$ cat config.mk
export PLATFORM = sky130hd
export DESIGN_NAME = pid_speed_controller
export DESIGN_NICKNAME = d
export VERILOG_FILES = /design/src/hdl/psc_pkg.sv /design/src/hdl/psc_regs.sv /design/src/hdl/psc_core.sv /design/src/hdl/pid_speed_controller.sv
export VERILOG_INCLUDE_DIRS = /design/src /design/src/hdl
export SDC_FILE = /design/constraint.sdc
export NUM_CORES = 2
export LEC_CHECK = 0
export ABC_CLOCK_PERIOD_IN_PS = 21800
export BUFFER_PORTS_ARGS = -buffer_cell sky130_fd_sc_hd__buf_2
export CORE_UTILIZATION = 45
export CTS_BUF_LIST = sky130_fd_sc_hd__clkbuf_2 sky130_fd_sc_hd__clkbuf_4 sky130_fd_sc_hd__clkbuf_8
export DETAILED_ROUTE_END_ITERATION = 10
export PLACE_DENSITY = 0.63
export SLEW_MARGIN = 5
export SYNTH_ARGS = -nofsm -noshare
export SYNTH_HDL_FRONTEND = slang
export SYNTH_SLANG_ARGS = --single-unit
$ cat constraint.sdc
create_clock -name clk -period 21.8 [get_ports clk]
set_input_delay 5.45 -clock clk [delete_from_list [all_inputs] [get_ports clk]]
set_output_delay 5.45 -clock clk [all_outputs]
set_load 0.02 [all_outputs]
$ cat src/hdl/pid_speed_controller_defines.svh
// ---------------------------------------------------------------------------
// pid_speed_controller_defines
// assertion macros for the speed controller top level
// ---------------------------------------------------------------------------
`ifndef PID_SPEED_CONTROLLER_DEFINES_SVH
`define PID_SPEED_CONTROLLER_DEFINES_SVH

`ifndef ASSERT_OFF
// checked outside reset
`define PSC_ASSERT(label, clk, rst_n, prop, msg) \
    label: assert property (@(posedge clk) disable iff (!rst_n) prop) else $error(msg);
// checked on every edge, reset included
`define PSC_ASSERT_ALWAYS(label, clk, prop, msg) \
    label: assert property (@(posedge clk) prop) else $error(msg);
`else
`define PSC_ASSERT(label, clk, rst_n, prop, msg)
`define PSC_ASSERT_ALWAYS(label, clk, prop, msg)
`endif

`endif

$ cat src/hdl/psc_pkg.sv
// ---------------------------------------------------------------------------
// psc_pkg
// types, widths, register indexes, action codes and reset values of the pid speed controller
// ---------------------------------------------------------------------------
package psc_pkg;

    localparam int DataW   = 16;
    localparam int TimeW   = 32;
    localparam int GainW   = 24;
    localparam int FracW   = 16;
    localparam int IntegW  = 33;
    localparam int CfgIdxW = 3;
    localparam int CfgDataW = 32;
    localparam int ActionW = 2;

    // action codes
    localparam logic [ActionW-1:0] ACT_SAMPLE  = 2'd0;
    localparam logic [ActionW-1:0] ACT_ENABLE  = 2'd1;
    localparam logic [ActionW-1:0] ACT_DISABLE = 2'd2;

    // register indexes
    localparam logic [CfgIdxW-1:0] REG_PROP_GAIN     = 3'd0;
    localparam logic [CfgIdxW-1:0] REG_INTEG_GAIN    = 3'd1;
    localparam logic [CfgIdxW-1:0] REG_DERIV_GAIN    = 3'd2;
    localparam logic [CfgIdxW-1:0] REG_SAMPLE_PERIOD = 3'd3;
    localparam logic [CfgIdxW-1:0] REG_OUT_MIN       = 3'd4;
    localparam logic [CfgIdxW-1:0] REG_OUT_MAX       = 3'd5;
    localparam logic [CfgIdxW-1:0] REG_REVERSE       = 3'd6;

    // reset values
    localparam logic [TimeW-1:0]        RST_SAMPLE_PERIOD = 32'd100000;
    localparam logic signed [DataW-1:0] RST_OUT_MIN       = 16'sd0;
    localparam logic signed [DataW-1:0] RST_OUT_MAX       = 16'sd255;

    typedef struct packed {
        logic [GainW-1:0]        prop_gain;
        logic [GainW-1:0]        integ_gain;
        logic [GainW-1:0]        deriv_gain;
        logic [TimeW-1:0]        sample_period_us;
        logic signed [DataW-1:0] out_min;
        logic signed [DataW-1:0] out_max;
        logic                    reverse;
    } cfg_t;

    // limits as they stand after a limit write, with a load strobe
    typedef struct packed {
        logic                    load;
        logic signed [DataW-1:0] out_min;
        logic signed [DataW-1:0] out_max;
    } lim_upd_t;

endpackage

$ cat src/hdl/psc_regs.sv
// ---------------------------------------------------------------------------
// psc_regs
// configuration register file with limit-change notification
// ---------------------------------------------------------------------------
module psc_regs (
    input  logic                            clk,
    input  logic                            rst_n,
    input  logic                            cfg_we,
    input  logic [psc_pkg::CfgIdxW-1:0]     cfg_index,
    input  logic [psc_pkg::CfgDataW-1:0]    cfg_data,
    output psc_pkg::cfg_t                   cfg,
    output psc_pkg::lim_upd_t               lim
);
    import psc_pkg::*;

    cfg_t cfg_reg;

    always_ff @(posedge clk or negedge rst_n)
    begin
        if (!rst_n)
        begin
            cfg_reg.prop_gain        <= '0;
            cfg_reg.integ_gain       <= '0;
            cfg_reg.deriv_gain       <= '0;
            cfg_reg.sample_period_us <= RST_SAMPLE_PERIOD;
            cfg_reg.out_min          <= RST_OUT_MIN;
            cfg_reg.out_max          <= RST_OUT_MAX;
            cfg_reg.reverse          <= 1'b0;
        end
        else if (cfg_we)
        begin
            unique case (cfg_index)
                REG_PROP_GAIN:     cfg_reg.prop_gain        <= cfg_data[GainW-1:0];
                REG_INTEG_GAIN:    cfg_reg.integ_gain       <= cfg_data[GainW-1:0];
                REG_DERIV_GAIN:    cfg_reg.deriv_gain       <= cfg_data[GainW-1:0];
                REG_SAMPLE_PERIOD: cfg_reg.sample_period_us <= cfg_data[TimeW-1:0];
                REG_OUT_MIN:       cfg_reg.out_min          <= cfg_data[DataW-1:0];
                REG_OUT_MAX:       cfg_reg.out_max          <= cfg_data[DataW-1:0];
                REG_REVERSE:       cfg_reg.reverse          <= cfg_data[0];
                default:           ;
            endcase
        end
    end

    assign cfg = cfg_reg;

    // new limit pair seen by the core in the cycle of the write
    always_comb
    begin
        lim.load    = cfg_we && ((cfg_index == REG_OUT_MIN) || (cfg_index == REG_OUT_MAX));
        lim.out_min = (cfg_index == REG_OUT_MIN) ? cfg_data[DataW-1:0] : cfg_reg.out_min;
        lim.out_max = (cfg_index == REG_OUT_MAX) ? cfg_data[DataW-1:0] : cfg_reg.out_max;
    end

endmodule

$ cat src/hdl/psc_core.sv
// ---------------------------------------------------------------------------
// psc_core
// controller state and the single-pass pid update
// ---------------------------------------------------------------------------
module psc_core (
    input  logic                                clk,
    input  logic                                rst_n,
    input  logic                                fire,
    input  logic [psc_pkg::ActionW-1:0]         action,
    input  logic [psc_pkg::TimeW-1:0]           now_us,
    input  logic signed [psc_pkg::DataW-1:0]    measured,
    input  logic signed [psc_pkg::DataW-1:0]    target,
    input  psc_pkg::cfg_t                       cfg,
    input  psc_pkg::lim_upd_t                   lim,
    output logic signed [psc_pkg::DataW-1:0]    drive,
    output logic                                updated,
    output logic                                active
);
    import psc_pkg::*;

    localparam int ErrW  = DataW + 1;
    localparam int KW    = GainW + 1;
    localparam int ProdW = KW + ErrW;
    localparam int SumW  = ProdW + 2;

    // clamp a q.16 value, upper limit tested first
    function automatic logic signed [SumW-1:0] clamp_q(
        input logic signed [SumW-1:0]  v,
        input logic signed [DataW-1:0] lo,
        input logic signed [DataW-1:0] hi
    );
        logic signed [SumW-1:0] lo_q;
        logic signed [SumW-1:0] hi_q;
        lo_q = {{(SumW-DataW-FracW){lo[DataW-1]}}, lo, {FracW{1'b0}}};
        hi_q = {{(SumW-DataW-FracW){hi[DataW-1]}}, hi, {FracW{1'b0}}};
        if (v > hi_q)
            return hi_q;
        else if (v < lo_q)
            return lo_q;
        else
            return v;
    endfunction

    logic                     enabled_reg, enabled_next;
    logic                     primed_reg, primed_next;
    logic signed [IntegW-1:0] integ_reg, integ_next;
    logic signed [DataW-1:0]  prev_meas_reg, prev_meas_next;
    logic [TimeW-1:0]         last_us_reg, last_us_next;
    logic signed [DataW-1:0]  drive_reg, drive_next;

    logic signed [KW-1:0]     kp, ki, kd;
    logic signed [ErrW-1:0]   err, dm;
    logic signed [ProdW-1:0]  p_prop, p_integ, p_deriv;
    logic signed [SumW-1:0]   integ_upd, drive_q, drive_ext_q;
    logic [TimeW-1:0]         elapsed;
    logic                     go;

    // signed gains
    always_comb
    begin
        kp = $signed({1'b0, cfg.prop_gain});
        ki = $signed({1'b0, cfg.integ_gain});
        kd = $signed({1'b0, cfg.deriv_gain});
        if (cfg.reverse)
        begin
            kp = -kp;
            ki = -ki;
            kd = -kd;
        end
    end

    assign err = ErrW'(target) - ErrW'(measured);
    assign dm  = ErrW'(measured) - ErrW'(prev_meas_reg);

    assign p_prop  = kp * err;
    assign p_integ = ki * err;
    assign p_deriv = kd * dm;

    assign integ_upd = clamp_q(SumW'(integ_reg) + SumW'(p_integ), cfg.out_min, cfg.out_max);
    assign drive_q   = clamp_q(SumW'(p_prop) + integ_upd - SumW'(p_deriv),
                               cfg.out_min, cfg.out_max);

    // held drive as q.16, for the bumpless load
    assign drive_ext_q = clamp_q({{(SumW-DataW-FracW){drive_reg[DataW-1]}}, drive_reg,
                                  {FracW{1'b0}}}, cfg.out_min, cfg.out_max);

    assign elapsed = now_us - last_us_reg;
    assign go = fire && (action == ACT_SAMPLE) && enabled_reg &&
                (!primed_reg || (elapsed >= cfg.sample_period_us));

    always_comb
    begin
        enabled_next   = enabled_reg;
        primed_next    = primed_reg;
        integ_next     = integ_reg;
        prev_meas_next = prev_meas_reg;
        last_us_next   = last_us_reg;
        drive_next     = drive_reg;
        unique case (action)
            ACT_SAMPLE:
            begin
                if (go)
                begin
                    integ_next     = integ_upd[IntegW-1:0];
                    drive_next     = drive_q[FracW +: DataW];
                    prev_meas_next = measured;
                    last_us_next   = now_us;
                    primed_next    = 1'b1;
                end
            end
            ACT_ENABLE:
            begin
                if (!enabled_reg)
                begin
                    integ_next     = drive_ext_q[IntegW-1:0];
                    prev_meas_next = measured;
                    enabled_next   = 1'b1;
                end
            end
            ACT_DISABLE:
                enabled_next = 1'b0;
            default:
                ;
        endcase
    end

    // limit-write clamp, as seen with the new limits
    logic signed [SumW-1:0] lim_drive_q, lim_integ_q;

    assign lim_drive_q = clamp_q({{(SumW-DataW-FracW){drive_reg[DataW-1]}}, drive_reg,
                                  {FracW{1'b0}}}, lim.out_min, lim.out_max);
    assign lim_integ_q = clamp_q(SumW'(integ_reg), lim.out_min, lim.out_max);

    always_ff @(posedge clk or negedge rst_n)
    begin
        if (!rst_n)
        begin
            enabled_reg   <= 1'b0;
            primed_reg    <= 1'b0;
            integ_reg     <= '0;
            prev_meas_reg <= '0;
            last_us_reg   <= '0;
            drive_reg     <= '0;
        end
        else if (lim.load)
        begin
            if (enabled_reg)
            begin
                drive_reg <= lim_drive_q[FracW +: DataW];
                integ_reg <= lim_integ_q[IntegW-1:0];
            end
        end
        else if (fire)
        begin
            enabled_reg   <= enabled_next;
            primed_reg    <= primed_next;
            integ_reg     <= integ_next;
            prev_meas_reg <= prev_meas_next;
            last_us_reg   <= last_us_next;
            drive_reg     <= drive_next;
        end
    end

    assign drive   = drive_next;
    assign updated = go;
    assign active  = enabled_next;

endmodule

$ cat src/hdl/pid_speed_controller.sv
// ---------------------------------------------------------------------------
// pid_speed_controller
// discrete pid speed controller, derivative on measurement, q8.16 gains
// ---------------------------------------------------------------------------
//  channel   dir  handshake                 payload
//  s_axis    in   s_axis_tvalid/tready      tdata now_us,measured,target; tuser action
//  m_axis    out  m_axis_tvalid/tready      tdata drive; tuser updated,active
//  cfg       in   cfg_we                    cfg_index, cfg_data (32 bit)
//
//  one item per cycle sustained unless the result side stalls; the full pid update
//  (three 25x17 multiplies, integrator clamp, drive sum and clamp) sits between
//  the input register and the result register, so the result register loads
//  when the held item is processed and the result is then offered on m_axis
//  reset clears the controller state and loads the register defaults
//  a stalled result holds in the result register; the input register takes
//  one more item, and s_axis_tready drops only when both are occupied
// ---------------------------------------------------------------------------
`include "pid_speed_controller_defines.svh"

module pid_speed_controller (
    input  logic                            clk,
    input  logic                            rst_n,
    // input stream
    input  logic                            s_axis_tvalid,
    output logic                            s_axis_tready,
    input  logic [63:0]                     s_axis_tdata,  // now_us[31:0], measured[47:32], target[63:48]
    input  logic [psc_pkg::ActionW-1:0]     s_axis_tuser,  // action[1:0]
    // result stream
    output logic                            m_axis_tvalid,
    input  logic                            m_axis_tready,
    output logic [psc_pkg::DataW-1:0]       m_axis_tdata,  // drive[15:0]
    output logic [1:0]                      m_axis_tuser,  // updated[0], active[1]
    // configuration
    input  logic                            cfg_we,
    input  logic [psc_pkg::CfgIdxW-1:0]     cfg_index,
    input  logic [psc_pkg::CfgDataW-1:0]    cfg_data
);
    import psc_pkg::*;

    // input register
    logic                     in_valid_reg;
    logic [ActionW-1:0]       action_reg;
    logic [TimeW-1:0]         now_reg;
    logic signed [DataW-1:0]  meas_reg;
    logic signed [DataW-1:0]  tgt_reg;

    // result register
    logic                     out_valid_reg;
    logic signed [DataW-1:0]  drive_out_reg;
    logic                     upd_out_reg;
    logic                     act_out_reg;

    logic                     fire;
    logic                     in_accept;

    cfg_t                     cfg;
    lim_upd_t                 lim;
    logic signed [DataW-1:0]  core_drive;
    logic                     core_updated;
    logic                     core_active;

    // the held item is processed when the result slot is free or draining
    assign fire          = in_valid_reg && (!out_valid_reg || m_axis_tready);
    assign s_axis_tready = !in_valid_reg || fire;
    assign in_accept     = s_axis_tvalid && s_axis_tready;

    always_ff @(posedge clk or negedge rst_n)
    begin
        if (!rst_n)
            in_valid_reg <= 1'b0;
        else if (s_axis_tready)
            in_valid_reg <= s_axis_tvalid;
    end

    always_ff @(posedge clk)
    begin
        if (in_accept)
        begin
            action_reg <= s_axis_tuser;
            now_reg    <= s_axis_tdata[31:0];
            meas_reg   <= s_axis_tdata[47:32];
            tgt_reg    <= s_axis_tdata[63:48];
        end
    end

    psc_regs u_regs (
        .clk       (clk),
        .rst_n     (rst_n),
        .cfg_we    (cfg_we),
        .cfg_index (cfg_index),
        .cfg_data  (cfg_data),
        .cfg       (cfg),
        .lim       (lim)
    );

    psc_core u_core (
        .clk      (clk),
        .rst_n    (rst_n),
        .fire     (fire),
        .action   (action_reg),
        .now_us   (now_reg),
        .measured (meas_reg),
        .target   (tgt_reg),
        .cfg      (cfg),
        .lim      (lim),
        .drive    (core_drive),
        .updated  (core_updated),
        .active   (core_active)
    );

    // result register control
    always_ff @(posedge clk or negedge rst_n)
    begin
        if (!rst_n)
            out_valid_reg <= 1'b0;
        else if (fire)
            out_valid_reg <= 1'b1;
        else if (m_axis_tready)
            out_valid_reg <= 1'b0;
    end

    always_ff @(posedge clk)
    begin
        if (fire)
        begin
            drive_out_reg <= core_drive;
            upd_out_reg   <= core_updated;
            act_out_reg   <= core_active;
        end
    end

    assign m_axis_tvalid = out_valid_reg;
    assign m_axis_tdata  = drive_out_reg;
    assign m_axis_tuser  = {act_out_reg, upd_out_reg};

    // a fresh drive only comes from an enabled controller
    `PSC_ASSERT(a_upd_needs_active, clk, rst_n, m_axis_tvalid && m_axis_tuser[0] |-> m_axis_tuser[1], "updated result without active")

    // a processed item always lands in the result register
    `PSC_ASSERT(a_fire_fills_out, clk, rst_n, fire |=> out_valid_reg, "processed item lost")

    // back-pressure only when an item is waiting in the input register
    `PSC_ASSERT_ALWAYS(a_ready_low_held, clk, !s_axis_tready |-> in_valid_reg, "input stalled while empty")

    // a computed drive stays inside ordered limits
    `PSC_ASSERT(a_drive_in_limits, clk, rst_n, m_axis_tvalid && m_axis_tuser[0] && (cfg.out_min <= cfg.out_max) |-> (drive_out_reg >= cfg.out_min) && (drive_out_reg <= cfg.out_max), "drive outside limits")

endmodule

; Yosys cells after proc, flatten, opt, wreduce, memory -nomap -nowiden
; Cells that the tools add are included.
[classes]
bitwise = 1
mux = 32
add_sub_neg = 9
reduce_logical = 29
n_eq_ne = 15
n_mul = 3
order_cmp = 11
[ops]
columns = op, n
row1 = two-way mux 33 bit, 9
row2 = two-way mux 16 bit, 9
row3 = two-way mux 32 bit, 4
row4 = multiplier 25 x 17 -> 42 bit, 3
row5 = two-way mux 44 bit, 2
row6 = two-way mux 25 bit, 3
row7 = negation 24 -> 25 bit, 3
row8 = one-hot mux 33 bit (2 select lines), 1
row9 = greater-than comparator 32 bit, 2
row10 = < comparator 32 bit, 2
row11 = adder 42 x 44 -> 44 bit, 1
row12 = greater-than comparator 44 x 32 -> 1 bit, 1
row13 = < comparator 44 x 32 -> 1 bit, 1
row14 = subtractor 44 x 42 -> 44 bit, 1
row15 = adder 33 x 42 -> 43 bit, 1
row16 = greater-than comparator 43 x 32 -> 1 bit, 1
row17 = < comparator 43 x 32 -> 1 bit, 1
row18 = subtractor 16 x 16 -> 17 bit, 2
row19 = greater-than comparator 33 x 32 -> 1 bit, 1
row20 = < comparator 33 x 32 -> 1 bit, 1
row21 = >= comparator 32 bit, 1
row22 = one-hot mux 16 bit (2 select lines), 1
row23 = subtractor 32 bit, 1
row24 = AND reduction 2 bit, 6
row25 = 23 further kinds, 42
[totals]
inputBits = 106
out_inout_bits = 20
reg_bits = 322

; Logic depth before layout (Yosys ltp)
[depth]
depth_word = 16
mapped_depth = 86

; By module
; From an unflattened synthesis, not the netlist that was laid out.
[unflattened]
hier_cells = 7748
area_unflattened_um2 = 72318.1
[modules_own_cells]
columns = mod, seq_area_each_um2, area_per_inst_um2, instances, cells_each
row1 = psc_core, 2477.4, 64050.2, 1, 7317
row2 = psc_regs, 3445.8, 5626.6, 1, 337
row3 = pid_speed_controller, 2572.5, 2641.3, 1, 94

; Worst setup path after synthesis
; Ideal clock, no wire load.
[synth_path]
kind = register to register
startpoint = reg meas_reg[1]
endpoint = reg drive_out_reg[13] (netlist: m_axis_tdata[13]), data pin
slack_ns = 2.156
arrival_time_ns = 19.376
path_stages_with_launch = 80
path_cell_list = edfxtp_1 > inv_1 > ha_1 > nor2b_1 > o21ai_0 > nand2b_1 > a21o_1 > a31o_2 > a211oi_1 > nor3_1 > or2_2 > a21oi_1 > clkbuf_1 > nand2_1 > fa_1 > inv_1 > fa_1 > fa_1 > (+44 left out) > nand3_1 > nand2_1 > o21ai_0 > o21ai_0 > o31ai_1 > a311oi_1 > xnor2_1 > ha_1 > nand3_1 > nor4_1 > nand4_1 > a2111oi_0 > nand4_1 > nor4_4 > nor2_1 > buf_2 > a221oi_1 > o21ai_0
[synth_between]
elab_chain_cells = 13
elab_cells_between_ends = 18
cone_classes = 5 x add/sub / 3 x mul / 4 x order compare / 6 x mux
[synth_rtl]
columns = item, line_no
row1 = from (decl), pid_speed_controller.sv:44  ; logic signed [DataW-1:0] meas_reg;
row2 = from (signal assigned), pid_speed_controller.sv:81  ; meas_reg <= s_axis_tdata[47:32];
row3 = subtractor 16 x 16 -> 17 bit, psc_core.sv:72  ; assign err = ErrW'(target) - ErrW'(measured);
row4 = multiplier 25 x 17 -> 42 bit, psc_core.sv:76  ; assign p_integ = ki * err;
row5 = adder 33 x 42 -> 43 bit, psc_core.sv:79  ; assign integ_upd = clamp_q(SumW'(integ_reg) + SumW'(p_integ), cfg.out_min, cfg.out_max);
row6 = < comparator 43 x 32 -> 1 bit, psc_core.sv:38  ; else if (v < lo_q)
row7 = two-way mux 44 bit, psc_core.sv:38
row8 = two-way mux 44 bit, psc_core.sv:36  ; if (v > hi_q)
row9 = adder 42 x 44 -> 44 bit, psc_core.sv:80  ; assign drive_q = clamp_q(SumW'(p_prop) + integ_upd - SumW'(p_deriv),
row10 = subtractor 44 x 42 -> 44 bit (*), psc_core.sv:80
row11 = < comparator 44 x 32 -> 1 bit, psc_core.sv:38
row12 = two-way mux 32 bit, psc_core.sv:38
row13 = two-way mux 32 bit (*), psc_core.sv:36
row14 = two-way mux 16 bit (*), psc_core.sv:102  ; if (go)
row15 = two-way mux 16 bit (*), psc_core.sv:99  ; unique case (action)
row16 = net core_drive[13], pid_speed_controller.sv:58  ; logic signed [DataW-1:0] core_drive;
row17 = to (signal assigned), pid_speed_controller.sv:126  ; drive_out_reg <= core_drive;
row18 = to (decl), pid_speed_controller.sv:49  ; logic signed [DataW-1:0] drive_out_reg;
; Mark *: on every way through the listed nets, which the timed path passes. The rest lies on a longest branch.
; A chain may end at the register's enable or synchronous reset.

; Worst setup path after layout
[layout_path]
startpoint = reg meas_reg[1]
endpoint = reg u_core.drive_reg[6]
[layout_between]
elab_chain_cells = 15
elab_cells_between_ends = 20
cone_classes = 5 x add/sub / 3 x mul / 4 x order compare / 8 x mux
[layout_rtl]
columns = item, line_no
row1 = subtractor 16 x 16 -> 17 bit, psc_core.sv:72
row2 = multiplier 25 x 17 -> 42 bit, psc_core.sv:76
row3 = adder 33 x 42 -> 43 bit, psc_core.sv:79
row4 = < comparator 43 x 32 -> 1 bit, psc_core.sv:38
row5 = two-way mux 44 bit, psc_core.sv:38
row6 = two-way mux 44 bit, psc_core.sv:36
row7 = adder 42 x 44 -> 44 bit, psc_core.sv:80
row8 = subtractor 44 x 42 -> 44 bit (*), psc_core.sv:80
row9 = < comparator 44 x 32 -> 1 bit, psc_core.sv:38
row10 = two-way mux 32 bit, psc_core.sv:38
row11 = two-way mux 32 bit (*), psc_core.sv:36
row12 = two-way mux 16 bit (*), psc_core.sv:102
row13 = two-way mux 16 bit (*), psc_core.sv:99
row14 = two-way mux 16 bit (*), psc_core.sv:153  ; else if (fire)
row15 = two-way mux 16 bit (*), psc_core.sv:145  ; else if (lim.load)
row16 = to (signal assigned), psc_core.sv:149  ; drive_reg <= lim_drive_q[FracW +: DataW];
row17 = to (signal assigned), psc_core.sv:160  ; drive_reg <= drive_next;
row18 = to (decl), psc_core.sv:49  ; logic signed [DataW-1:0] drive_reg, drive_next;
; Every way passes the cells marked *; elsewhere a longest branch is shown, timed or not. The select of a mux whose other input is x is not followed.

==> summary.txt <==
Clock network
  • # clock sinks: 322
  • H-Tree Depth: 3
  • Root Buffer: clkbuf_8
  • CTS Buf Count: 68
  • Skew-Pair Late Insertion Delay: 0.83 ns
  • Max Buffers Root-to-Sink: 3
  • Reg clk slew, reported paths: 0.07 ns
  • CTS tree: yes

Final layout
  • Max reg flops: 137
  • P&R area growth vs syn: 9.62%
  • Final Util: 0.499
  • Design area: 79400 um2
  • Layout cell share with drive strength beyond 1: 0.103
  • Final nets: 10200
  • Fillers: 15000
  • Reg area: 8500 um2
  • Multi-input logic area: 57200 um2

Place
  • Dpl hpwl: 212000 um
  • DP Area: 77000 um2
  • Port Buf Inserts: 125
  • Pre-CTS WS: -0.670 ns
  • GPL Wtd Cong: 0.995

Worst hold path
  • HP Start: u_core.primed_reg
  • Worst Hold Endpoint: u_core.primed_reg
  • Hold Crit Depth: 2
  • Hold Crit Class: register to register

STA
  • Final clock skew: 0.0674 ns
  • Tightest Pin Transition: 1.31 ns
  • Worst setup margin: 0.736 ns
  • Final setup fails: 0
  • Final hold viol count: 0
  • Max Slew Vio Count: 0
  • Crit path time final: 21.06 ns
  • Upper clock frequency limit: 0.0475 GHz
  • Max transition margin: 0.125
  • Period utilization: 0.966
  • Fin Setup TNS: 0 ns

Worst setup path
  • CP Data Arrival Time: 21.78 ns
  • Critical path required time: 22.51 ns
  • R2R setup slack: 0.74 ns
  • Most numerous cell on the critical path: fa_1
  • CP Class: register to register
  • Worst Path Max Fanout: 10
  • Slowest stage delay, CP: 0.65 ns
  • Worst Setup End Kind: register
  • Setup crit start kind: register
  • Worst Reg-to-Reg Cells: 79
  • RR Endpoint: u_core.drive_reg[6]
  • Worst path slowest cell: or4_1
  • Critical path origin: meas_reg[1]
  • Reg2Reg Launch Point: meas_reg[1]

Yosys
  • Post-synthesis net count: 10000
  • Mapped Avg Cell Area: 9.23 um2
  • Seq/Total Area, Yosys: 0.117
  • Library cells used by synthesis: 96
  • Synthesized area: 72400 um2
  • Syn. warnings: 0
  • #FFs+latches synth: 322
  • Dominant synthesized flop cell: dfrtp_1
  • Synth Instances: 7841
  • EDFF count, synth: 84
  • Async SR Flop Fraction: 0.739

Drt
  • Final ANT Viol Nets: 0
  • Post-Route WL: 254000 um
  • Mean routed wirelength per cell: 24.7 um
  • Initial drt markers: 5660
  • Vias: 57400
  • Routed vias/inst: 5.59
  • First-pass DRT Iterations: 8
  • # DRC: 0

Floorplan
  • I/O pin count: 126
  • Floorplan row count: 146
  • Vert. Die Dim: 403 um
  • Die ar.: 162000 um2
  • Initial Util: 0.455
  • DIE WIDTH: 403 um
  • Core outline area: 159000 um2

Global routing
  • Overflow after GRT: 0
  • Vias in the first global route: 59000
  • First-pass GRT wire length: 385000 um
  • Initial antenna violation count: 19
  • Met3 Use GR: 0.0749
  • Busiest layer in global routing: met2
  • Met1 global-route usage: 0.447
  • GRT Util Overall: 0.321
  • Largest net degree at the start of global routing: 81
  • GR met2 Demand/Resource: 0.472

Flow run
  • Maxcap violations: 0

Outcome
  • Run status: finished clean
-- critical path: cells and delay by family, from the launching register on --
kind | cells | cell delay [ns]
flops | 1 | 0.41
xor+xnor | 1 | 0.20
fa+ha+maj | 19 | 8.80
simple gates | 22 | 4.99
compound gates | 24 | 5.20
buf+inv | 13 | 1.37
-- how the worst max path moves through the flow --
| stage | slack (ns) | endpoint |
|---|---|---|
| global route | -0.09 | m_axis_tdata[8] |
| CTS | 0.005 | m_axis_tdata[15] |
| global placement | -0.54 | m_axis_tdata[8] |
| floorplan | 2.16 | m_axis_tdata[13] |
| finish | 0.74 | u_core.drive_reg[6] |
| detailed placement | -0.67 | m_axis_tdata[15] |
-- metal layers --
layer,part of all wire,vias to the layer above,wire [um]
li1,-,24800,-
met1,0.41,29000,105000
met2,0.43,2968,109000
met3,0.10,601,26200
met4,0.055,8,13900
met5,0.00022,-,55
-- synth_stat cells, types with 102 or more instances --
| library cell | count | area [um2] |
|---|---|---|
| o21ai_0 | 185 | 926 |
| fa_1 | 1448 | 29000 |
| nand2b_1 | 104 | 651 |
| inv_1 | 1710 | 6420 |
| xnor2_1 | 169 | 1480 |
| nor2_1 | 689 | 2590 |
| dfrtp_1 | 224 | 5610 |
| clkbuf_1 | 232 | 871 |
| ha_1 | 606 | 7580 |
| xor2_1 | 102 | 893 |
| a21oi_1 | 223 | 1120 |
| mux2_2 | 141 | 1590 |
| nand2_1 | 887 | 3330 |
-- cell families after synthesis --
| family | synth area share |
|---|---|
| xor gates and xnor gates | 0.0328 |
| adders and majority gates | 0.505 |
| and+or+nand+nor | 0.130 |
| buffers and inverters | 0.103 |
| muxes | 0.0329 |
| DFF | 0.117 |
| AOI/OAI and AO/OA | 0.0793 |
-- timing repair --
| item | 4_1_cts | 5_1_grt |
|---|---|---|
| setup buffers | 3 | 25 |
| gates cloned | 0 | 2 |
| gates resized for setup | 20 | 79 |
| pin swaps | 1 | 35 |
| setup endpoints to repair | 32 | 32 |
| hold buffers | 0 | 0 |
-- through the flow --
| step | std cells | hold WS, ns |
|---|---|---|
| 2_1_floorplan | 7841 | 0.414 |
| 3_3_place_gp | 10100 | 0.429 |
| 3_5_place_dp | 10100 | 0.433 |
| 4_1_cts | 10200 | 0.446 |
| 5_1_grt | 10300 | 0.487 |
| 6_report | 10300 | 0.444 |
-- cells in the final DEF (no fill, tap or decap), types with 46 or more instances in the layout --
master / synthesis / routed
inv_1: 1710 / 1709
fa_1: 1448 / 1445
nand2_1: 887 / 886
nor2_1: 689 / 684
ha_1: 606 / 603
buf_4: 2 / 272
dfrtp_1: 224 / 223
a21oi_1: 223 / 212
o21ai_0: 185 / 178
xnor2_1: 169 / 154
mux2_2: 141 / 141
buf_2: 19 / 124
nand2b_1: 104 / 104
xor2_1: 102 / 94
a21o_1: 91 / 91
edfxtp_1: 84 / 84
clkbuf_8: 0 / 77
nor3_1: 75 / 73
mux2i_1: 78 / 69
nand4_1: 57 / 57
or3_1: 55 / 55
nand3_1: 57 / 55
and2_1: 47 / 46
-- cell type report --
| type | count | share of cell area |
|---|---|---|
| well taps | 2146 | 0.0338 |
| multi-input cells | 5543 | 0.721 |
| diodes | 18 | 0.000568 |
| clock inverters | 29 | 0.00440 |
| inverters | 1712 | 0.0810 |
| clock buffers | 96 | 0.0152 |
| flip-flops and latches | 322 | 0.107 |
| repair buffers | 412 | 0.0373 |
Power is left out: the tool's default activity adds up to more than one toggle a clock period on the data nets, which glitch-free logic cannot reach.
